**src/hdl/dpst_pkg.sv**
```systemverilog
// Shared types, codes and constants of the dual PID steering block.
// Used by every module under hdl; depends on nothing else.
package dpst_pkg;

  localparam int GAIN_W   = 16;
  localparam int Q_W      = 16;
  localparam int DIFF_W   = Q_W + 1;
  localparam int SUM_W    = 24;
  localparam int STOP_W   = 15;
  localparam int LIMIT_W  = 8;
  localparam int CFG_IDX_W = 3;
  localparam int ACC_W    = 43;

  localparam logic signed [Q_W-1:0] Q_MAX       = 16'sh7FFF;
  localparam logic signed [Q_W-1:0] Q_MIN       = 16'sh8000;
  localparam logic signed [Q_W-1:0] CREEP_SPEED = -16'sd410;
  localparam logic [LIMIT_W-1:0]    COUNT_MAX   = 8'd255;

  typedef enum logic [1:0] {
    ST_APPROACH = 2'd0,
    ST_DONE     = 2'd1,
    ST_LOST     = 2'd2
  } status_t;

  typedef enum logic [CFG_IDX_W-1:0] {
    REG_LAT_KP    = 3'd0,
    REG_LAT_KI    = 3'd1,
    REG_LAT_KD    = 3'd2,
    REG_ANG_KP    = 3'd3,
    REG_ANG_KI    = 3'd4,
    REG_ANG_KD    = 3'd5,
    REG_STOP_DIST = 3'd6,
    REG_LOSS_LIM  = 3'd7
  } cfg_idx_t;

  typedef struct packed {
    logic [GAIN_W-1:0]  lat_kp;
    logic [GAIN_W-1:0]  lat_ki;
    logic [GAIN_W-1:0]  lat_kd;
    logic [GAIN_W-1:0]  ang_kp;
    logic [GAIN_W-1:0]  ang_ki;
    logic [GAIN_W-1:0]  ang_kd;
    logic [STOP_W-1:0]  stop_distance;
    logic [LIMIT_W-1:0] loss_limit;
  } cfg_t;

  typedef struct packed {
    logic                  op;
    logic signed [Q_W-1:0] fwd_distance;
    logic signed [Q_W-1:0] lat_offset;
    logic signed [Q_W-1:0] heading;
  } in_t;

  typedef struct packed {
    logic signed [Q_W-1:0] turn_rate;
    logic signed [Q_W-1:0] fwd_speed;
    status_t               status;
  } out_t;

  // Operands of one request handed from the control stage to the MAC stage.
  typedef struct packed {
    logic                     drive;
    status_t                  status;
    logic signed [Q_W-1:0]    e_lat;
    logic signed [DIFF_W-1:0] d_lat;
    logic signed [SUM_W-1:0]  s_lat;
    logic signed [Q_W-1:0]    e_ang;
    logic signed [DIFF_W-1:0] d_ang;
    logic signed [SUM_W-1:0]  s_ang;
  } oper_t;

endpackage

```
**src/hdl/dpst_cfg.sv**
```systemverilog
// Configuration register file of the dual PID steering block.
// Depends on dpst_pkg.
module dpst_cfg (
  input  logic                            clk,
  input  logic                            rst,
  input  logic                            cfg_write,
  input  logic [dpst_pkg::CFG_IDX_W-1:0]  cfg_index,
  input  logic [dpst_pkg::GAIN_W-1:0]     cfg_data,
  output dpst_pkg::cfg_t                  cfg
);
  import dpst_pkg::*;

  always_ff @(posedge clk) begin
    if (rst) begin
      cfg.lat_kp        <= 16'd819;
      cfg.lat_ki        <= 16'd20;
      cfg.lat_kd        <= 16'd20480;
      cfg.ang_kp        <= 16'd2458;
      cfg.ang_ki        <= 16'd0;
      cfg.ang_kd        <= 16'd20480;
      cfg.stop_distance <= 15'd2458;
      cfg.loss_limit    <= 8'd50;
    end else if (cfg_write) begin
      unique case (cfg_idx_t'(cfg_index))
        REG_LAT_KP:    cfg.lat_kp        <= cfg_data;
        REG_LAT_KI:    cfg.lat_ki        <= cfg_data;
        REG_LAT_KD:    cfg.lat_kd        <= cfg_data;
        REG_ANG_KP:    cfg.ang_kp        <= cfg_data;
        REG_ANG_KI:    cfg.ang_ki        <= cfg_data;
        REG_ANG_KD:    cfg.ang_kd        <= cfg_data;
        REG_STOP_DIST: cfg.stop_distance <= cfg_data[STOP_W-1:0];
        REG_LOSS_LIM:  cfg.loss_limit    <= cfg_data[LIMIT_W-1:0];
        default: ;
      endcase
    end
  end

endmodule

```
**config.mk**
```make
export PLATFORM = sky130hd
export DESIGN_NAME = dpst_cfg
export DESIGN_NICKNAME = d
export VERILOG_FILES = /design/src/hdl/dpst_pkg.sv /design/src/hdl/dpst_cfg.sv
export SDC_FILE = /design/constraint.sdc
export NUM_CORES = 1
export LEC_CHECK = 0
export BUFFER_PORTS_ARGS = -buffer_cell sky130_fd_sc_hd__buf_2
export CELL_PAD_IN_SITES_DETAIL_PLACEMENT = 0
export CELL_PAD_IN_SITES_GLOBAL_PLACEMENT = 2
export CORE_MARGIN = 2
export CORE_UTILIZATION = 32
export DETAILED_ROUTE_END_ITERATION = 16
export MAX_ROUTING_LAYER = met4
export PLACE_DENSITY = 0.83
export SYNTH_ARGS = -nofsm -noshare
export SYNTH_HDL_FRONTEND = slang
export SYNTH_SLANG_ARGS = --single-unit
```
**constraint.sdc**
```tcl
create_clock -name clk -period 1.9 [get_ports clk]
set_clock_uncertainty 0.2 [all_clocks]
set_input_delay 0.19 -clock clk [delete_from_list [all_inputs] [get_ports clk]]
set_output_delay 0.19 -clock clk [all_outputs]
set_load 0.01 [all_outputs]
```
* After elaboration in Yosys (flattened, before gate mapping) *
Index checks and enable logic that the tools add are counted.

word-level totals
  register bits after elaboration = 119
  output and inout port bits = 119
  logic and storage cells = 24

cells by class
  equality and inequality tests = 7
  reduce and logical (&&, ||, !) cells = 9

operators by type and width
  operator                                       number
  AND reduction 2 bit                            8
  == test 3 bit, second input constant           4
  == test 3 x 2 -> 1 bit, second input constant  2
  == test 3 x 1 -> 1 bit, second input constant  1
  logical NOT 3 bit                              1

* Longest topological paths before layout *
Gate-level depths: netlist (run 1).

  depth after elaboration = 2
  mapped depth = 5
  gate-level depth less buffers = 2

* Worst setup path before layout (run 1) *
OpenSTA, ideal clock, no wires.

  path kind = input port to flip-flop
  start point = in cfg_index[1] (netlist bit)
  end point = reg cfg[107] (netlist bit)
  arrival = 1,220 ps
  slack = 351 ps
  stages = 5
  path buffers = 3
  cell sequence = buf_4 -> or4b_4 -> buf_6 -> buf_8 -> mux2i_1

between the ends
  cells in the longest elaborated chain, start to end = 2

ends and longest elaborated chain
  element                        line            text
  start: declaration             dpst_cfg.sv:7   input logic [dpst_pkg::CFG_IDX_W-1:0] cfg_index,
  logical NOT 3 bit              dpst_cfg.sv:24  unique case (cfg_idx_t'(cfg_index))
  AND reduction 2 bit (no line)  -
  end: declaration               dpst_cfg.sv:9   output dpst_pkg::cfg_t cfg

No other way between the ends.
A chain may end at the register's enable or synchronous reset.

* Worst setup path after layout (run 1) *
  start point = reg cfg[90] (netlist bit)
  end point = out cfg[90] (netlist bit)

No word-level cell between the ends.

==> parameters.txt, run 1 <==
Parameter                              Value

Outcome
  Status    finished, final reports clean

Floorplan
  Core Area    between 0.01 and 0.015 mm^2
  Total Die Area    roughly 0.016 mm^2
  Height of the chip    between 100 and 150 um
  Initial standard-cell utilization of the core    32.5%
  Num ports    around 140
  Placement row count    44
  Die Wd    around 130 um

Route
  Initial DRC count    around 120
  DR vias    about 3.5k
  Final WL    approximately 13 mm
  DRC violations left    0
  Remaining antenna violation count after routing    0
  Drt via density    4.57
  Number of iterations in the first detailed-routing pass    4
  Post-DR wirelength/cell    roughly 16 um

Clock tree
  Worst-skew pair later-pin latency    about 0.4 ns
  TritonCTS Buffers    17
  Root cell of the clock tree    clkbuf_16
  Clock transition at path regs    ~0.050 ns
  Clock tree from TritonCTS    built
  Post-CTS sizing    0
  CTS HTree Levels    4
  Post-CTS Setup Bufs    0
  Sink Count    119
  Number of buffers on the longest clock path    2
  Number of hold-repair buffers added at the cts stage    13

STA
  Post-route fraction of the period consumed by the critical path    slightly below 70%
  Final-layout setup total negative slack    0 ns
  Number of endpoints with negative hold slack in the final report    0
  Headroom to the max-slew limit    ~65%
  Transition time of the tightest slew-check pin    0.523 ns
  Max Clock Freq    approximately 770 MHz
  Final count of pins violating max slew    0
  Shortest period the worst path allows    between 1 and 1.5 ns
  Final setup violation count    0
  Setup repair after global routing missed its margin    no

Worst setup path
  Master of the slowest instance on the critical path    dfxtp_1
  Kind of end point of the critical path    output pin
  Peak fanout along the critical path    2
  Crit path kind    register to output pin
  Type of origin of the critical path    register
  Largest stage delay on the critical path    around 0.36 ns
  Data arrival time of the critical path    slightly above 0.9 ns
  Delay-heaviest family, CP    flip-flops
  Data required time of the worst path    1.51 ns
  Number of buffers and inverters on the critical path    1
  Cells along the critical path    buf_2

Min path
  HP Class    input pin to register

Power and ir drop
  Worst supply voltage drop on vdd    about 0.56 mV
  Power share of the clock group    48.8%
  Combinational share of power    around 7.0%
  Post-layout power    slightly below 6000 uW
  Sequential group share of total power    44.2%
  P_leak    0.00316 uW
  Cell-internal power    around 4500 uW
  PwrDens    940 mW/mm^2
  Net switching power figure    between 1000 and 1500 uW
  Switching part of the total power    between 20% and 30%

GRT
  Wire length of the first global-routing pass    approximately 20 mm
  Pin count of the biggest net entering global routing    52
  Number of antenna violations at the first check in global routing    0
  Total global routing overflow    0
  Number of global-route vias before repair    about 3.5k
  GRT Overall Usage    between 15 and 20%

Logic synthesis
  Largest cells by area after synthesis    dfxtp_1 (51%), mux2i_1 (25%), nand2b_1 (14%)
  Async set-reset flop share out of synthesis    0%
  Post-synth top cells    dfxtp_1 (119), mux2i_1 (119), nand2b_1 (108)
  Number of cells produced by synthesis    430
  Number of different library cells in the post-synthesis netlist    18
  Flops & latches, synth    119
  Number of warning messages in the yosys log    0
  Average footprint of a synthesized cell    10.9 um^2
  Number of flops mapped to enable cells by yosys    0
  Share of the synthesized area in the top cell type    between 50% and 60%
  Dominant cell type by area after synthesis    dfxtp_1
  Post-synthesis cell area    0.00469 mm^2
  Most instantiated flip-flop cell in the synthesis netlist    dfxtp_1
  Portion of the post-synthesis area used by sequential elements    50.8%
  Net count of the mapped netlist    approximately 450

Place
  Count of buffers from port buffering    140
  RD Place Congestion    slightly below 0.8
  Post-detail-place hpwl    between 8 and 9 mm
  Standard cell area after detailed placement    roughly 0.0056 mm^2

Cells and area
  Reg with most FFs    cfg
  Count of antenna diodes in the layout    0
  Finished Cell Area    0.00622 mm^2
  Layout area overhead    32.7%
  Count of nets after finishing    604
  Biggest registers after layout    cfg: 119 flops
  Share of layout cells above drive strength 1    between 30% and 40%
  Flip-flop count of the largest register after layout    approximately 120

Flow run
  Count of maximum capacitance violations    0
## per-layer routing
metal	vias up	wire, um	GRT usage, %
met5	-	0	-
met4	0	227	6.60
met3	20	783	5.22
met2	112	5580	24.4
met1	1689	6040	22.0
li1	1728	-	-
## power groups by stage
stage,combinational [uW],clock (uW),sequential [uW]
CTS,413,2920,2580
floorplan,212,0,2660
global route,442,3030,2590
detailed placement,390,0,2640
finish,407,2860,2590
global placement,385,0,2630
## path summary, 6_finish.rpt
| check | start | to | slack (ns) | depth (start not counted) |
|---|---|---|---|---|
| hold / removal | cfg_index[0] | cfg[112] | 0.06 | 3 |
| hold reg to reg | cfg[98] | cfg[98] | 0.27 | 2 |
| setup / recovery | cfg[90] | cfg[90] | 0.60 | 1 |
| setup reg to reg | cfg[107] | cfg[107] | 1.06 | 2 |
## tightest hold or removal path: cells and delay by family
kind / cells / cell delay [ns]
buffers and inverters: 1 / 0.19
multiplexers: 1 / 0.12
AND/OR/NAND/NOR: 1 / 0.11
## cell type report
class	count	area, um^2
flip-flops and latches	119	2380
clock inverters	4	20.0
repair buffers	167	938
multi-input cells	277	2140
fillers	1406	8200
clock buffers	25	505
well taps	184	230
## cells in the final DEF, fill, tap and decap left out, drive strengths merged
cell         Yosys  routed
mux2i          119     119
clkbuf          17      25
nand4            1       1
nand2b         108     108
clkinv           0       4
nand4b           3       3
or4b             1       1
nor2            39      39
buf             17     154
dfxtp          119     119
dlygate4sd3      0      13
nand4bb          2       2
nor4bb           1       1
and4b            1       1
and4bb           1       1
nor4b            1       1
## through the flow
stage	cells	utilization [%]	setup slack [ns]	hold slack, ns
after floorplan	430	-	0.351	0.157
final	776	43.1	0.595	0.0551
after CTS	776	43.1	0.580	0.0265
after global placement	734	38.6	0.346	0.258
after global routing	776	43.1	0.555	0.0738
after detailed placement	734	38.6	0.317	0.260
## cells by family after synthesis
logic type             synth area share [%]
AND/OR/NAND/NOR                        20.0
flip-flops                             50.8
multiplexers                           25.4
buffers and inverters                  3.74
No activity file was read; power rests on OpenSTA's default activity.
==> run 2: changes to the inputs <==
clock period = 1.29 ns   (was 1.9 ns; I/O delays follow)
==> run 2 against run 1 <==
  * Setup slack lost 0.57 ns
  * Wire length grew 2.1%
  * Core utilization grew 1.9 points
  * Global-route usage grew 0.43 points
  * Combinational power grew 61%
  * Count of clock-buffer cells in the layout shrank 1
  * Largest power group unchanged
  * Highest routed layer unchanged
==> parameters.txt, run 2 (same netlist as run 1, synthesis figures left out) <==
Parameter                              Value

GRT
  Number of antenna violations at the first check in global routing    0
  Total global routing overflow    0
  Pin count of the biggest net entering global routing    57
  Number of global-route vias before repair    around 3.7k
  GRT Overall Usage    around 17%
  Wire length of the first global-routing pass    just over 20 mm

Outcome
  Status    finished, final reports clean

Floorplan
  Height of the chip    125 um
  Num ports    between 100 and 150
  Core Area    approximately 0.014 mm^2
  Die Wd    ~130 um
  Placement row count    44
  Total Die Area    about 0.016 mm^2
  Initial standard-cell utilization of the core    between 30 and 40%

Route
  Number of iterations in the first detailed-routing pass    4
  Remaining antenna violation count after routing    0
  DRC violations left    0
  Post-DR wirelength/cell    roughly 16 um
  DR vias    3570
  Final WL    roughly 13 mm
  Initial DRC count    approximately 120
  Drt via density    between 4 and 5

Place
  Post-detail-place hpwl    a little over 9 mm
  RD Place Congestion    0.795
  Post-Place Worst Slack    -0.192 ns
  Cell total after placement    745
  Count of buffers from port buffering    between 100 and 150

Cells and area
  Most common cell after layout, fill and taps aside    buf_2
  Layout area overhead    38.5%
  Layout filler cell count    around 1.4k
  Count of antenna diodes in the layout    0
  Share of layout cells above drive strength 1    between 30 and 40%
  Count of nets after finishing    616
  Reg with most FFs    cfg
  Non-filler cells, final    around 790
  Commonest cells after routing, fill and taps aside    buf_2 (139), mux2i_1 (119), dfxtp_1 (117)
  Flip-flop count of the largest register after layout    about 120
  Biggest registers after layout    cfg: 119 flops

Worst setup path
  Largest stage delay on the critical path    0.37 ns
  Cells along the critical path    buf_2
  Data arrival time of the critical path    0.94 ns
  Type of origin of the critical path    register
  Delay-heaviest family, CP    flip-flops
  Crit path kind    register to output pin
  Peak fanout along the critical path    2
  Master of the slowest instance on the critical path    dfxtp_1
  Data required time of the worst path    0.96 ns
  Number of buffers and inverters on the critical path    1
  Kind of end point of the critical path    output pin

STA
  Max Clock Freq    slightly below 800 MHz
  Transition time of the tightest slew-check pin    between 0.4 and 0.5 ns
  Setup repair after global routing missed its margin    no
  Shortest period the worst path allows    between 1 and 1.5 ns
  Number of endpoints with negative hold slack in the final report    0
  Setup WS post-layout    roughly 0.026 ns
  Final setup violation count    0
  Final count of pins violating max slew    0
  Post-route fraction of the period consumed by the critical path    a little over nine tenths
  Headroom to the max-slew limit    68.0%

Clock tree
  Worst-skew pair later-pin latency    a little over 0.4 ns
  Clock transition at path regs    around 0.060 ns
  Root cell of the clock tree    clkbuf_16
  Sink Count    around 120
  Post-CTS Setup Bufs    0
  Clock tree from TritonCTS    built
  CTS HTree Levels    4
  TritonCTS Buffers    17
  Number of buffers on the longest clock path    2

Flow run
  Count of maximum capacitance violations    0

Power and ir drop
  P_leak    ~0.0033 uW
  Worst supply voltage drop on vdd    0.823 mV
  PwrDens    between 1000 and 1500 mW/mm^2

Min path
  HP Class    input pin to register
-- run 2: cell types whose count changed in the layout (fill, tap and decap cells not counted) --
cell / change
dfxtp_2: +2
clkbuf_8: -1
buf_4: +2
dfxtp_1: -2
bufinv_16: +2
clkinvlp_4: +2
buf_12: +9
dlygate4sd3_1: +1
-- run 2: power by group --
| group | total [uW] | internal [uW] | switching [uW] |
|---|---|---|---|
| Clock | 4650 | 3030 | 1620 |
| Sequential | 3810 | 3760 | 44.9 |
| Combinational | 654 | 315 | 338 |
| Total | 9110 | 7110 | 2000 |
-- run 2: area by class of cell --
type                    count  area [um^2]  area share (%)
flip-flops and latches    119         2380            36.7
clock inverters             8         95.1            1.47
well taps                 184          230            3.55
multi-input cells         277         2140            33.0
clock buffers              24          492            7.58
repair buffers            179         1140            17.6
-- run 2: per-layer routing --
layer  routed length (um)  part of all wire, %  GRT usage [%]  vias to the layer above
li1                     -                    -              -                     1754
met1                 5960                   46           21.4                     1685
met2                 5810                   45           26.0                      108
met3                  887                  6.9           6.33                       23
met4                  243                  1.9           6.27                        0
met5                    0                    0              -                        -
-- run 2: path summary, 6_finish.rpt --
path	end	cells after the start	slack, ns	startpoint
worst min-delay path	cfg[66]	4	0.005	rst
worst max-delay path	cfg[115]	1	0.03	cfg[115]
worst min register to register	cfg[53]	2	0.27	cfg[53]
worst max register to register	cfg[34]	2	0.44	cfg[34]
-- run 2: metrics by stage --
stage	hold slack, ns	utilization, %	instance area, um^2	power (uW)	setup TNS, ns
2_1_floorplan	0.0962	-	4720	4240	-2.08
4_1_cts	0.00458	45.0	6490	9210	0
3_5_place_dp	0.224	39.9	5760	4510	-7.27
5_1_grt	0.0285	45.0	6490	9410	0
3_3_place_gp	0.213	39.9	5760	4500	-4.90
6_report	0.00537	45.0	6490	9110	0
-- run 2: what timing repair did --
action                                  CTS  global route
endpoints found under the setup margin    0             2
gates resized for setup                   0             2
hold buffers                             14             0
hold endpoints to repair                 54             0
