<file path="config.mk">
export PLATFORM = sky130hd
export DESIGN_NAME = dpst_ctrl
export DESIGN_NICKNAME = d
export VERILOG_FILES = /design/src/hdl/dpst_pkg.sv /design/src/hdl/dpst_ctrl.sv
export SDC_FILE = /design/constraint.sdc
export NUM_CORES = 1
export LEC_CHECK = 0
export ABC_AREA = 0
export BUFFER_PORTS_ARGS = -buffer_cell sky130_fd_sc_hd__buf_2
export CAP_MARGIN = 10
export CORE_MARGIN = 2
export CORE_UTILIZATION = 40
export CTS_CLUSTER_DIAMETER = 40
export CTS_CLUSTER_SIZE = 12
export DETAILED_ROUTE_END_ITERATION = 16
export GPL_ROUTABILITY_DRIVEN = 0
export GPL_TIMING_DRIVEN = 0
export PLACE_DENSITY_LB_ADDON = 0.3
export SLEW_MARGIN = 20
export SYNTH_ARGS = -nofsm -noshare
export SYNTH_HDL_FRONTEND = slang
export SYNTH_SLANG_ARGS = --single-unit
</file>
<file path="constraint.sdc">
create_clock -name clk -period 4.7 [get_ports clk]
set_input_delay 0.705 -clock clk [delete_from_list [all_inputs] [get_ports clk]]
set_output_delay 0.705 -clock clk [all_outputs]
set_load 0.01 [all_outputs]
</file>
<file path="src/hdl/dpst_pkg.sv">
// Shared types, codes and constants of the dual PID steering block.
// Used by every module under hdl; depends on nothing else.
package dpst_pkg;

  localparam int GAIN_W   = 16;
  localparam int Q_W      = 16;
  localparam int DIFF_W   = Q_W + 1;
  localparam int SUM_W    = 24;
  localparam int STOP_W   = 15;
  localparam int LIMIT_W  = 8;
  localparam int CFG_IDX_W = 3;
  localparam int ACC_W    = 43;

  localparam logic signed [Q_W-1:0] Q_MAX       = 16'sh7FFF;
  localparam logic signed [Q_W-1:0] Q_MIN       = 16'sh8000;
  localparam logic signed [Q_W-1:0] CREEP_SPEED = -16'sd410;
  localparam logic [LIMIT_W-1:0]    COUNT_MAX   = 8'd255;

  typedef enum logic [1:0] {
    ST_APPROACH = 2'd0,
    ST_DONE     = 2'd1,
    ST_LOST     = 2'd2
  } status_t;

  typedef enum logic [CFG_IDX_W-1:0] {
    REG_LAT_KP    = 3'd0,
    REG_LAT_KI    = 3'd1,
    REG_LAT_KD    = 3'd2,
    REG_ANG_KP    = 3'd3,
    REG_ANG_KI    = 3'd4,
    REG_ANG_KD    = 3'd5,
    REG_STOP_DIST = 3'd6,
    REG_LOSS_LIM  = 3'd7
  } cfg_idx_t;

  typedef struct packed {
    logic [GAIN_W-1:0]  lat_kp;
    logic [GAIN_W-1:0]  lat_ki;
    logic [GAIN_W-1:0]  lat_kd;
    logic [GAIN_W-1:0]  ang_kp;
    logic [GAIN_W-1:0]  ang_ki;
    logic [GAIN_W-1:0]  ang_kd;
    logic [STOP_W-1:0]  stop_distance;
    logic [LIMIT_W-1:0] loss_limit;
  } cfg_t;

  typedef struct packed {
    logic                  op;
    logic signed [Q_W-1:0] fwd_distance;
    logic signed [Q_W-1:0] lat_offset;
    logic signed [Q_W-1:0] heading;
  } in_t;

  typedef struct packed {
    logic signed [Q_W-1:0] turn_rate;
    logic signed [Q_W-1:0] fwd_speed;
    status_t               status;
  } out_t;

  // Operands of one request handed from the control stage to the MAC stage.
  typedef struct packed {
    logic                     drive;
    status_t                  status;
    logic signed [Q_W-1:0]    e_lat;
    logic signed [DIFF_W-1:0] d_lat;
    logic signed [SUM_W-1:0]  s_lat;
    logic signed [Q_W-1:0]    e_ang;
    logic signed [DIFF_W-1:0] d_ang;
    logic signed [SUM_W-1:0]  s_ang;
  } oper_t;

endpackage

</file>
<file path="src/hdl/dpst_ctrl.sv">
// Control stage: errors, integral sums, loss timeout and finish state.
// Registers the PID operands of each request. Depends on dpst_pkg.
module dpst_ctrl (
  input  logic           clk,
  input  logic           rst,
  input  dpst_pkg::cfg_t cfg,
  input  dpst_pkg::in_t  req,
  input  logic           take,
  output dpst_pkg::oper_t oper
);
  import dpst_pkg::*;

  logic signed [Q_W-1:0]   prev_lat_err, prev_lat_err_next;
  logic signed [Q_W-1:0]   prev_ang_err, prev_ang_err_next;
  logic signed [SUM_W-1:0] lat_err_sum, lat_err_sum_next;
  logic signed [SUM_W-1:0] ang_err_sum, ang_err_sum_next;
  logic signed [Q_W-1:0]   last_distance, last_distance_next;
  logic [LIMIT_W-1:0]      stall_count, stall_count_next;
  status_t                 finish, finish_next;
  oper_t                   oper_next;

  logic signed [Q_W-1:0] e_lat;
  logic [LIMIT_W-1:0]    count_inc;
  logic                  close;

  function automatic logic signed [SUM_W-1:0] sat_add(
    input logic signed [SUM_W-1:0] s,
    input logic signed [Q_W-1:0]   e
  );
    logic [SUM_W:0] t;
    t = {s[SUM_W-1], s} + {{(SUM_W+1-Q_W){e[Q_W-1]}}, e};
    if (t[SUM_W] != t[SUM_W-1]) begin
      sat_add = t[SUM_W] ? {1'b1, {(SUM_W-1){1'b0}}} : {1'b0, {(SUM_W-1){1'b1}}};
    end else begin
      sat_add = t[SUM_W-1:0];
    end
  endfunction

  always_comb begin
    e_lat     = (req.lat_offset == Q_MIN) ? Q_MAX : -req.lat_offset;
    close     = req.fwd_distance <= $signed({1'b0, cfg.stop_distance});
    count_inc = (stall_count == COUNT_MAX) ? COUNT_MAX : stall_count + 8'd1;

    prev_lat_err_next  = prev_lat_err;
    prev_ang_err_next  = prev_ang_err;
    lat_err_sum_next   = lat_err_sum;
    ang_err_sum_next   = ang_err_sum;
    last_distance_next = last_distance;
    stall_count_next   = stall_count;
    finish_next        = finish;

    oper_next.drive  = 1'b0;
    oper_next.status = finish;
    oper_next.e_lat  = e_lat;
    oper_next.d_lat  = {e_lat[Q_W-1], e_lat} - {prev_lat_err[Q_W-1], prev_lat_err};
    oper_next.s_lat  = lat_err_sum;
    oper_next.e_ang  = req.heading;
    oper_next.d_ang  = {req.heading[Q_W-1], req.heading} - {prev_ang_err[Q_W-1], prev_ang_err};
    oper_next.s_ang  = ang_err_sum;

    if (req.op) begin
      // restart: clear all controller state
      prev_lat_err_next  = '0;
      prev_ang_err_next  = '0;
      lat_err_sum_next   = '0;
      ang_err_sum_next   = '0;
      last_distance_next = '0;
      stall_count_next   = '0;
      finish_next        = ST_APPROACH;
      oper_next.status   = ST_APPROACH;
    end else if (finish != ST_APPROACH) begin
      // finished: hold state, report the finish status
    end else if (close) begin
      finish_next      = ST_DONE;
      oper_next.status = ST_DONE;
    end else begin
      prev_lat_err_next = e_lat;
      prev_ang_err_next = req.heading;
      lat_err_sum_next  = sat_add(lat_err_sum, e_lat);
      ang_err_sum_next  = sat_add(ang_err_sum, req.heading);
      if (req.fwd_distance == last_distance) begin
        stall_count_next = count_inc;
        if (count_inc >= cfg.loss_limit) begin
          finish_next      = ST_LOST;
          oper_next.status = ST_LOST;
        end else begin
          oper_next.drive = 1'b1;
        end
      end else begin
        stall_count_next   = '0;
        last_distance_next = req.fwd_distance;
        oper_next.drive    = 1'b1;
      end
    end
  end

  always_ff @(posedge clk) begin
    if (rst) begin
      prev_lat_err  <= '0;
      prev_ang_err  <= '0;
      lat_err_sum   <= '0;
      ang_err_sum   <= '0;
      last_distance <= '0;
      stall_count   <= '0;
      finish        <= ST_APPROACH;
    end else if (take) begin
      prev_lat_err  <= prev_lat_err_next;
      prev_ang_err  <= prev_ang_err_next;
      lat_err_sum   <= lat_err_sum_next;
      ang_err_sum   <= ang_err_sum_next;
      last_distance <= last_distance_next;
      stall_count   <= stall_count_next;
      finish        <= finish_next;
    end
    if (take) begin
      oper <= oper_next;
    end
  end

  a_restart_clears: assert property (@(posedge clk) disable iff (rst)
    take && req.op |=> finish == ST_APPROACH && stall_count == '0 &&
                       lat_err_sum == '0 && ang_err_sum == '0)
    else $error("restart left controller state behind");

  a_stop_latches: assert property (@(posedge clk) disable iff (rst)
    take && !req.op && finish == ST_APPROACH && close |=> finish == ST_DONE)
    else $error("stop distance did not latch done");

  a_finish_holds: assert property (@(posedge clk) disable iff (rst)
    finish != ST_APPROACH && !(take && req.op) |=>
      finish == $past(finish) && lat_err_sum == $past(lat_err_sum) &&
      ang_err_sum == $past(ang_err_sum))
    else $error("state changed after finish");

endmodule

</file>
## After elaboration in Yosys (flattened, before gate mapping)

Cells that the tools add are included.

- Add/subtract/negate cells: 6
- Mux-type cells: 34
- Reduce and logical (&&, ||, !) cells: 5
- Order comparisons: 2
- Equal/unequal tests: 8

Operators by type and width:

| kind | count |
|---|---|
| 24-bit two-way mux | 10 |
| 16-bit two-way mux | 11 |
| 24-bit by 16-bit adder with 25-bit output | 2 |
| 8-bit two-way mux | 5 |
| 16-bit by 16-bit subtractor with 17-bit output | 2 |
| 16-bit == test | 1 |
| 16-bit == test (second input constant) | 1 |
| 16-bit <= comparator | 1 |
| 16-bit negator | 1 |
| 2-bit two-way mux | 6 |
| 8-bit by 1-bit adder with 8-bit output (second input constant) | 1 |
| 8-bit == test (second input constant) | 1 |
| 8-bit >= comparator | 1 |
| 2-bit != test (second input constant) | 3 |
| 4-bit AND reduction | 1 |
| 3-bit AND reduction | 1 |
| 3-bit OR reduction | 1 |
| 1-bit two-way mux | 2 |
| 1-bit != test | 2 |
| 2-bit AND reduction | 1 |
| 2-bit nonzero test | 1 |

- Logic and storage cells: 70
- Output and inout bits: 117
- Input port bits: 171
- Register bits after elaboration: 223

## Depth between registers and ports, before layout

Gate-level depths: netlist (run 1).

- Depth in word-level cells: 8
- Depth in mapped cells: 21
- Gate-level depth less buffers: 20

## Worst setup path before layout (run 1)

Ideal clock, no wire load.

- Path kind: input-to-reg
- From: in req[22] in the netlist's numbering
- To: reg oper[97] in the netlist's numbering, data pin
- Arrival time: 4.248 ns
- Setup time: 0.256 ns
- Path buffers: 1
- Cell stages on the path: 19
- Path slack: 0.196 ns
- Data required time: 4.444 ns
- Path through: or4_1 -> or2_2 -> nor2b_1 -> nand3_1 -> clkbuf_1 -> nand2_1 -> inv_1 -> ha_1 -> inv_1 -> fa_1 -> a21o_1 -> a21oi_1 -> o21bai_1 -> a2111oi_0 -> o31ai_1 -> nor4_1 -> nor4b_1 -> o21ai_0 -> a31o_2

RTL lines:

| item | line | source |
|---|---|---|
| from (decl) | dpst_ctrl.sv:7 | `input dpst_pkg::in_t req,` |
| to (signal assigned) | dpst_ctrl.sv:116 | `oper <= oper_next;` |
| to (decl) | dpst_ctrl.sv:9 | `output dpst_pkg::oper_t oper` |

## Worst setup path after layout (run 1)

- From: in req[22] in the netlist's numbering
- To: reg lat_err_sum[15]

- Longest elaborated chain between the ends: 8
- Elaborated cells between the ends (all ways): 10
- Classes of those cells: add/sub (2); eq/ne (2); mux (6)

RTL lines:

| item | line | source |
|---|---|---|
| 16-bit == test * | dpst_ctrl.sv:40 | `e_lat = (req.lat_offset == Q_MIN) ? Q_MAX : -req.lat_offset;` |
| 16-bit two-way mux * | dpst_ctrl.sv:40 |  |
| net e_lat[0] | dpst_ctrl.sv:22 | `logic signed [Q_W-1:0] e_lat;` |
| 24-bit by 16-bit adder with 25-bit output * | dpst_ctrl.sv:31 | `t = {s[SUM_W-1], s} + {{(SUM_W+1-Q_W){e[Q_W-1]}}, e};` |
| 24-bit two-way mux or 1-bit != test (tied branches) | dpst_ctrl.sv:33, dpst_ctrl.sv:32 |  |
| 24-bit two-way mux * | dpst_ctrl.sv:32 | `if (t[SUM_W] != t[SUM_W-1]) begin` |
| 24-bit two-way mux * | dpst_ctrl.sv:73 | `end else if (close) begin` |
| 24-bit two-way mux * | dpst_ctrl.sv:71 | `end else if (finish != ST_APPROACH) begin` |
| 24-bit two-way mux * | dpst_ctrl.sv:61 | `if (req.op) begin` |
| to (signal assigned) | dpst_ctrl.sv:109 | `lat_err_sum <= lat_err_sum_next;` |
| to (decl) | dpst_ctrl.sv:15 | `logic signed [SUM_W-1:0] lat_err_sum, lat_err_sum_next;` |

The timed path passes the listed nets; every way through them passes the cells marked *. The select of a mux whose other input is x is not followed.
A chain may end at the register's enable or synchronous reset.

==> results of run 1 <==
## placed cells by master (no fill, tap or decap), drive strengths merged, types with 16 or more instances in the layout
master	n
nor2b	16
nand2	120
a22oi	35
a21oi	95
buf	207
o21a	21
inv	98
nor3	22
o21ai	61
o211ai	23
xor2	27
clkbuf	70
a21o	27
edfxtp	117
nand4b	16
dfxtp	106
xnor2	53
ha	107
nor2	116
nand3	29
## cells in the mapped netlist (21+ instances only)
cell / count / area (µm²)
sky130_fd_sc_hd__nand2_1: 120 / 450
sky130_fd_sc_hd__edfxtp_1: 117 / 3510
sky130_fd_sc_hd__nor2_1: 116 / 435
sky130_fd_sc_hd__ha_1: 107 / 1340
sky130_fd_sc_hd__dfxtp_1: 106 / 2120
sky130_fd_sc_hd__a21oi_1: 93 / 465
sky130_fd_sc_hd__inv_1: 85 / 319
sky130_fd_sc_hd__o21ai_0: 58 / 290
sky130_fd_sc_hd__xnor2_1: 53 / 464
sky130_fd_sc_hd__a22oi_1: 35 / 263
sky130_fd_sc_hd__nand3_1: 29 / 145
sky130_fd_sc_hd__xor2_1: 27 / 236
sky130_fd_sc_hd__a21o_1: 25 / 188
sky130_fd_sc_hd__o211ai_1: 23 / 173
sky130_fd_sc_hd__clkbuf_1: 22 / 82.6
sky130_fd_sc_hd__nor3_1: 22 / 110
sky130_fd_sc_hd__o21a_1: 21 / 158
## layout make-up
class	instances	area [µm²]	area share, %
buffer	39	214	1.40
tap	396	495	3.24
clock buffer	45	1020	6.65
sequential	223	5640	36.8
timing repair buffer	193	997	6.52
clock inverter	24	224	1.46
inverter	86	323	2.11
multi-input combinational	924	6400	41.8
## worst max-delay path, stage by stage
cell and delay (ns):
sky130_fd_sc_hd__buf_2 0.13, sky130_fd_sc_hd__or4_1 0.56, sky130_fd_sc_hd__or2_2 0.35, sky130_fd_sc_hd__nor2b_2 0.17, sky130_fd_sc_hd__nand3_1 0.19, sky130_fd_sc_hd__buf_4 0.24
sky130_fd_sc_hd__nand2_2 0.14, sky130_fd_sc_hd__ha_1 0.21, sky130_fd_sc_hd__inv_1 0.07, sky130_fd_sc_hd__fa_1 0.41, sky130_fd_sc_hd__nor2b_2 0.21, sky130_fd_sc_hd__o31ai_4 0.09
sky130_fd_sc_hd__a311oi_2 0.28, sky130_fd_sc_hd__or3_4 0.21, sky130_fd_sc_hd__nand3_1 0.08, sky130_fd_sc_hd__a21oi_2 0.19, sky130_fd_sc_hd__and2_1 0.16, sky130_fd_sc_hd__clkbuf_4 0.21
sky130_fd_sc_hd__nand2_1 0.16, sky130_fd_sc_hd__a31oi_1 0.20
## cell families (layout without fill, tap and decap cells)
| kind of cell | Yosys count | after routing |
|---|---|---|
| fa+ha+maj | 111 | 111 |
| simple gates | 387 | 387 |
| flops | 223 | 223 |
| xor+xnor | 80 | 80 |
| buf+inv | 125 | 387 |
| compound gates | 332 | 332 |
| mux | 14 | 14 |
## where the power goes
group	internal [mW]	total, mW	switching [mW]
Sequential	2.15	2.18	0.0322
Clock	1.65	2.66	1.02
Combinational	0.272	0.686	0.414
Total	4.07	5.53	1.46
## layer usage
layer / routed length [µm] / vias to the layer above
met5: 0 / -
met4: 668 / 0
met3: 1600 / 43
met2: 14900 / 257
met1: 14300 / 4771
li1: - / 5102
## state kept, by name, indices dropped and copies added (netlist names)
signal         cells
stall_count        8
oper             117
ang_err_sum       24
last_distance     16
finish             2
prev_lat_err      16
prev_ang_err      16
lat_err_sum       24
## per-stage QoR
stage                     hold WS (ns)  instances  power [mW]
after floorplan                  0.433       1272        2.64
after global placement           0.447       1859        2.89
after detailed placement         0.449       1860        2.90
after CTS                        0.448       1930        5.59
after global routing             0.450       1930        5.78
final                            0.458       1930        5.53
## timing repair
action | 4_1_cts | 5_1_grt
endpoints found under the setup margin | 26 | 27
resized for setup | 8 | 15
endpoints found under the hold margin | 0 | 0
pin swaps | 1 | 2
buffers inserted | 1 | 0
gates cloned | 0 | 0
## final timing paths
kind,end,cells past startpoint
max reg2reg,oper[115],14
min,oper[74],0
min reg2reg,oper[74],0
max,lat_err_sum[15],20
==> qor.txt, run 1 <==
==================================================================================================
Run status                                                                            complete, no violations
Vias after detailed routing                                                                  10200
Final hold viol count                                                                            0
Worst hold-check path type                                                                 reg2reg
Number of global-route vias before repair                                                     9791
Met2 layer usage reported by global route                                                    32.4%
Slew margin rel.                                                                             47.6%
Detailed Route WL                                                                         31400 µm
Global-route met3 utilization                                                                3.33%
Critical Setup Path Class                                                                   in2reg
WL/cell                                                                                    16.3 µm
Total setup violations reported at the end of the flow                                           0
Total Die Area                                                                          0.0326 mm²
Global-route wire length before repair                                                    50800 µm
Total routing resource utilization after global routing                                      19.1%
Start point of the critical path                                                           req[22]
Number of antenna cells inserted                                                                 0
Core area                                                                               0.0307 mm²
Endpoint class of the critical path                                                           flop
Number of flops mapped to enable cells by yosys                                                117
Number of top-level pins                                                                       288
Synthesized netlist net count                                                                 1554
GR met1 Demand/Resource                                                                      25.3%
Nets                                                                                          1787
Area Overhead vs Synth                                                                       22.7%
Ys async rst share                                                                              0%
Number of buffers created by CTS                                                                38
Clock transition time at the flip-flop clock pins of the worst setup and hold paths        0.06 ns
Minimum period implied by the final worst setup slack                                      4.56 ns
Pin count of the biggest net entering global routing                                            69
Hold path startpoint                                                                  lat_err_sum[17]
Synth Instances                                                                               1272
Highest clock frequency the design can meet                                              0.219 GHz
Number of maximum-capacitance violations                                                         0
Deepest clock path buffer count                                                                  3
Post-Place Worst Slack                                                                   -0.854 ns
Type of origin of the critical path                                                     input port
Hold bufs inserted after CTS                                                                     0
Post-synthesis instance area                                                            0.0125 mm²
H-tree depth reported by CTS                                                                     2
GRT Residual Overflow                                                                            0
Yosys Warn Count                                                                                 0
Synth Area in Compound Gates                                                                 17.8%
Max Fanout on Critical Path                                                                     10
Area share of and/or/nand/nor cells after synthesis                                          14.6%
Routed vias/inst                                                                              5.27
Areal power density over the cells                                                      361 mW/mm²
Arrival time worst endpoint                                                                4.99 ns
Dominant combinational cell family by area after synthesis                            compound AO/OA/AOI/OAI gates
Maximum ir drop on the vdd rail                                                           0.245 mV
DRC errors left                                                                                  0
Flip-flop cell with the highest count after synthesis                                 sky130_fd_sc_hd__edfxtp_1
Multiplexer share of the synthesized area                                                    1.13%
Layout Skew                                                                              0.0229 ns
Required arrival time at the worst endpoint                                                5.13 ns
Slew Viols, Final                                                                                0
R2R Setup Slk                                                                              1.27 ns
Number of storage elements in the synthesis netlist                                            223
Final instance area                                                                     0.0153 mm²
Initial Util                                                                                 40.7%
Area of placed instances                                                                0.0140 mm²
Adder-Cell Fraction of Synth Area                                                            11.4%
RR Startpoint                                                                         stall_count[0]
Proportion of synthesized chip area in sequential cells                                      45.2%
Clock latency reported for the late side of the worst-skew pair                            0.51 ns
Port buffer count                                                                              191
DRT Pass-1 Iters                                                                                 5
Number of standard-cell rows in the floorplan                                                   64
Actual slew at the worst max-slew pin                                                     0.785 ns
Share of layout cells above drive strength 1                                                 20.3%
Leak                                                                                       6.43 nW
Post-Syn Area per Cell                                                                    9.80 µm²
Die Y                                                                                       181 µm
Clock Sink Count                                                                               223
Part of the cycle the worst path needs                                                       97.0%
Final Worst Setup Slack                                                                   0.143 ns
Filler cells                                                                                  2858
Utilization of the core after routing                                                        49.9%
Global routing's busiest layer                                                                met2
Remaining antenna violation count                                                                0
DIE WIDTH                                                                                   181 µm
Detailed Route Iter0 Violations                                                                609
TritonCTS clock tree                                                                         built
Clk Tree Root Cell                                                                    sky130_fd_sc_hd__clkbuf_16
Detailed Place HPWL                                                                       23200 µm
Cell variety after synth                                                                        75
Initial antenna violation count                                                                  0
Final sum of negative setup slack                                                             0 ns
Post-synthesis xor/xnor area fraction                                                        5.62%
==================================================================================================
No activity file was read; power rests on OpenSTA's default activity.
==> run 2, diff against run 1 <==
--- a/config.mk
+++ b/config.mk
@@ -10,7 +10,6 @@
 export CAP_MARGIN = 10
 export CORE_MARGIN = 2
 export CORE_UTILIZATION = 40
-export CTS_CLUSTER_DIAMETER = 40
 export CTS_CLUSTER_SIZE = 12
 export DETAILED_ROUTE_END_ITERATION = 16
 export GPL_ROUTABILITY_DRIVEN = 0
==> constraint.sdc (replaced) <==
create_clock -name clk -period 3.95 [get_ports clk]
set_input_delay 0.5925 -clock clk [delete_from_list [all_inputs] [get_ports clk]]
set_output_delay 0.5925 -clock clk [all_outputs]
set_load 0.01 [all_outputs]
==> qor.txt, run 2 (synthesis results as in run 1) <==
==================================================================================================
Area Overhead vs Synth                                                                       23.1%   was 22.7%
Number of buffers created by CTS                                                                26   was 38
Unrepaired setup endpoints after global routing                                               true
Cells on Worst Hold Path                                                                         1   was 0
Endpoint of the worst-slack reg-to-reg timing path                                       oper[115]   unchanged
Highest clock frequency the design can meet                                              0.261 GHz
Number of antenna cells inserted                                                                 0   unchanged
Number of maximum-capacitance violations                                                         0   unchanged
Critical Setup Path Class                                                                   in2reg   unchanged
R2R cell count                                                                                  14   unchanged
Max Fanout on Critical Path                                                                      5   was 10
Maximum ir drop on the vdd rail                                                           0.341 mV   was 0.245 mV
Critical-path cell list                                                               buf_6 > or4_4 > or2_4 > nor2b_4 > nand3_4 > buf_8 > nand2_8 > inv_4 > ha_4 > inv_2 > fa_2 > a21o_1 > a21oi_2 > o21bai_2 > a2111oi_4 > o31ai_4 > nor4_2 > nor4b_2 > o21ai_1 > a31o_2   was buf_2 > or4_1 > or2_2 > nor2b_2 > nand3_1 > buf_4 > nand2_2 > ha_1 > inv_1 > fa_1 > nor2b_2 > o31ai_4 > a311oi_2 > or3_4 > nand3_1 > a21oi_2 > and2_1 > clkbuf_4 > nand2_1 > a31oi_1
Leak                                                                                       6.39 nW   was 6.43 nW
Die Y                                                                                       181 µm   unchanged
Max FFs per register                                                                           117   unchanged
Global-route wire length before repair                                                    50500 µm   was 50800 µm
Core area                                                                               0.0307 mm²   unchanged
Reg with most FFs                                                                             oper   unchanged
Final hold viol count                                                                            0   unchanged
Placed Cells                                                                                  1860   unchanged
Total setup violations reported at the end of the flow                                           0   unchanged
Required arrival time at the worst endpoint                                                4.23 ns   was 5.13 ns
Initial Util                                                                                 40.7%   unchanged
Type of origin of the critical path                                                     input port   unchanged
Slew Viols, Final                                                                                0   unchanged
Actual slew at the worst max-slew pin                                                     0.686 ns   was 0.785 ns
Most frequent cells in the layout                                                     sky130_fd_sc_hd__buf_2 (194), sky130_fd_sc_hd__edfxtp_1 (117), sky130_fd_sc_hd__nor2_1 (115), sky130_fd_sc_hd__nand2_1 (114), sky130_fd_sc_hd__dfxtp_1 (106)   was sky130_fd_sc_hd__buf_2 (197), sky130_fd_sc_hd__nand2_1 (119), sky130_fd_sc_hd__edfxtp_1 (117), sky130_fd_sc_hd__nor2_1 (116), sky130_fd_sc_hd__ha_1 (107)
Initial antenna violation count                                                                  0   unchanged
Minimum period implied by the final worst setup slack                                      3.83 ns
TritonCTS clock tree                                                                         built   unchanged
Worst hold path endpoint                                                                  oper[44]   was oper[74]
Post-route insts no fill                                                                      1921   was 1930
Hold path startpoint                                                                        req[3]   was lat_err_sum[17]
Run status                                                                            complete, no violations   unchanged
Endpoint class of the critical path                                                           flop   unchanged
Slew margin rel.                                                                             53.8%   was 47.6%
GRT Residual Overflow                                                                            0   unchanged
Leading cell type in the layout, fill and taps excluded                               sky130_fd_sc_hd__buf_2   unchanged
RR Startpoint                                                                         stall_count[0]   unchanged
Nets                                                                                          1787   unchanged
Clk Tree Root Cell                                                                    sky130_fd_sc_hd__clkbuf_16   unchanged
Number of standard-cell rows in the floorplan                                                   64   unchanged
Remaining antenna violation count                                                                0   unchanged
DRT Pass-1 Iters                                                                                 5   unchanged
Routed vias/inst                                                                              5.31   was 5.27
Clock latency reported for the late side of the worst-skew pair                            0.53 ns   was 0.51 ns
Share of layout cells above drive strength 1                                                 21.8%   was 20.3%
Worst hold-check path type                                                                  in2reg   was reg2reg
Worst path slowest cell                                                               sky130_fd_sc_hd__or4_4   was sky130_fd_sc_hd__or4_1
Detailed Place HPWL                                                                       23100 µm   was 23200 µm
Final Power                                                                                6.01 mW   was 5.53 mW
Arrival time worst endpoint                                                                4.11 ns   was 4.99 ns
Layout Skew                                                                             0.00908 ns   was 0.0229 ns
Clock Sink Count                                                                               223   unchanged
Hold bufs inserted after CTS                                                                     0   unchanged
Registers with the most flip-flops                                                    oper: 117 flops, ang_err_sum: 24 flops, lat_err_sum: 24 flops   unchanged
DIE WIDTH                                                                                   181 µm   unchanged
Post-Place Worst Slack                                                                   -0.856 ns   was -0.854 ns
Vias after detailed routing                                                                  10200   about the same
Total Die Area                                                                          0.0326 mm²   unchanged
Deepest clock path buffer count                                                                  3   unchanged
Stage delay of the slowest cell on the critical path                                       0.53 ns   was 0.56 ns
Total routing resource utilization after global routing                                      18.9%   was 19.1%
Final Worst Setup Slack                                                                   0.121 ns   was 0.143 ns
Pin count of the biggest net entering global routing                                            66   was 69
Detailed Route WL                                                                         31500 µm   was 31400 µm
Areal power density over the cells                                                      392 mW/mm²   was 361 mW/mm²
DRC errors left                                                                                  0   unchanged
Port buffer count                                                                              191   unchanged
Number of global-route vias before repair                                                     9819   was 9791
R2R Setup Slk                                                                              0.49 ns   was 1.27 ns
Detailed Route Iter0 Violations                                                                615   was 609
H-tree depth reported by CTS                                                                     1   was 2
WL/cell                                                                                    16.4 µm   was 16.3 µm
Number of top-level pins                                                                       288   unchanged
Clock transition time at the flip-flop clock pins of the worst setup and hold paths        0.06 ns   about the same
Final sum of negative setup slack                                                             0 ns   unchanged
Part of the cycle the worst path needs                                                       96.9%
==================================================================================================
-- run 2: worst max-delay path by stage --
stage	end	startpoint	cells after the start	slack (ns)
5_1_grt	lat_err_sum[11]	req[21]	21	-0.03
3_3_place_gp	lat_err_sum[3]	req[18]	17	-0.89
4_1_cts	oper[96]	req[23]	16	0.003
2_1_floorplan	oper[97]	req[25]	19	-0.13
6_report	oper[97]	req[25]	20	0.12
3_5_place_dp	lat_err_sum[3]	req[18]	17	-0.86
-- run 2: layout make-up --
type,instances,area [µm²]
repair buffers,205,1140
inverters,86,325
clock inverters,11,160
multi-input cells,924,6590
fillers,2897,15300
flip-flops and latches,223,5640
well taps,396,495
plain buffers,39,239
clock buffers,37,764
-- run 2: where the power goes --
part / total, mW / switching (mW) / internal, mW / leakage (nW)
logic: 0.850 / 0.508 / 0.342 / 3.91
registers: 2.60 / 0.0380 / 2.56 / 2.03
clock network: 2.57 / 0.961 / 1.61 / 0.450
-- run 2: what timing repair did --
action / CTS / global route
pin swaps: 0 / 18
gates resized for setup: 17 / 48
setup buffers: 3 / 7
endpoints found under the setup margin: 26 / 27
gates cloned: 0 / 3
-- run 2: through the flow --
step | cell area (µm²) | hold WS [ns] | utilization (%)
2_1_floorplan | 12600 | 0.433 | -
3_3_place_gp | 14000 | 0.448 | 45.7
3_5_place_dp | 14000 | 0.453 | 45.8
4_1_cts | 15100 | 0.298 | 49.1
5_1_grt | 15300 | 0.306 | 50.0
6_report | 15300 | 0.320 | 50.0
-- run 2: critical path, delay by kind of cell --
family / cells / cell delay [ns]
AO/OA/AOI/OAI: 7 / 1.21
buffers and inverters: 4 / 0.37
adder cells (fa/ha/maj): 2 / 0.34
AND/OR/NAND/NOR: 7 / 1.59
-- run 2: layer usage --
metal  routed length [µm]  vias up  global-route usage [%]
met4                  644        0                    5.16
met3                 1660       45                    2.85
met1                14100     4820                    24.7
met5                    0        -                       0
li1                     -     5093                       -
met2                15100      239                    32.6
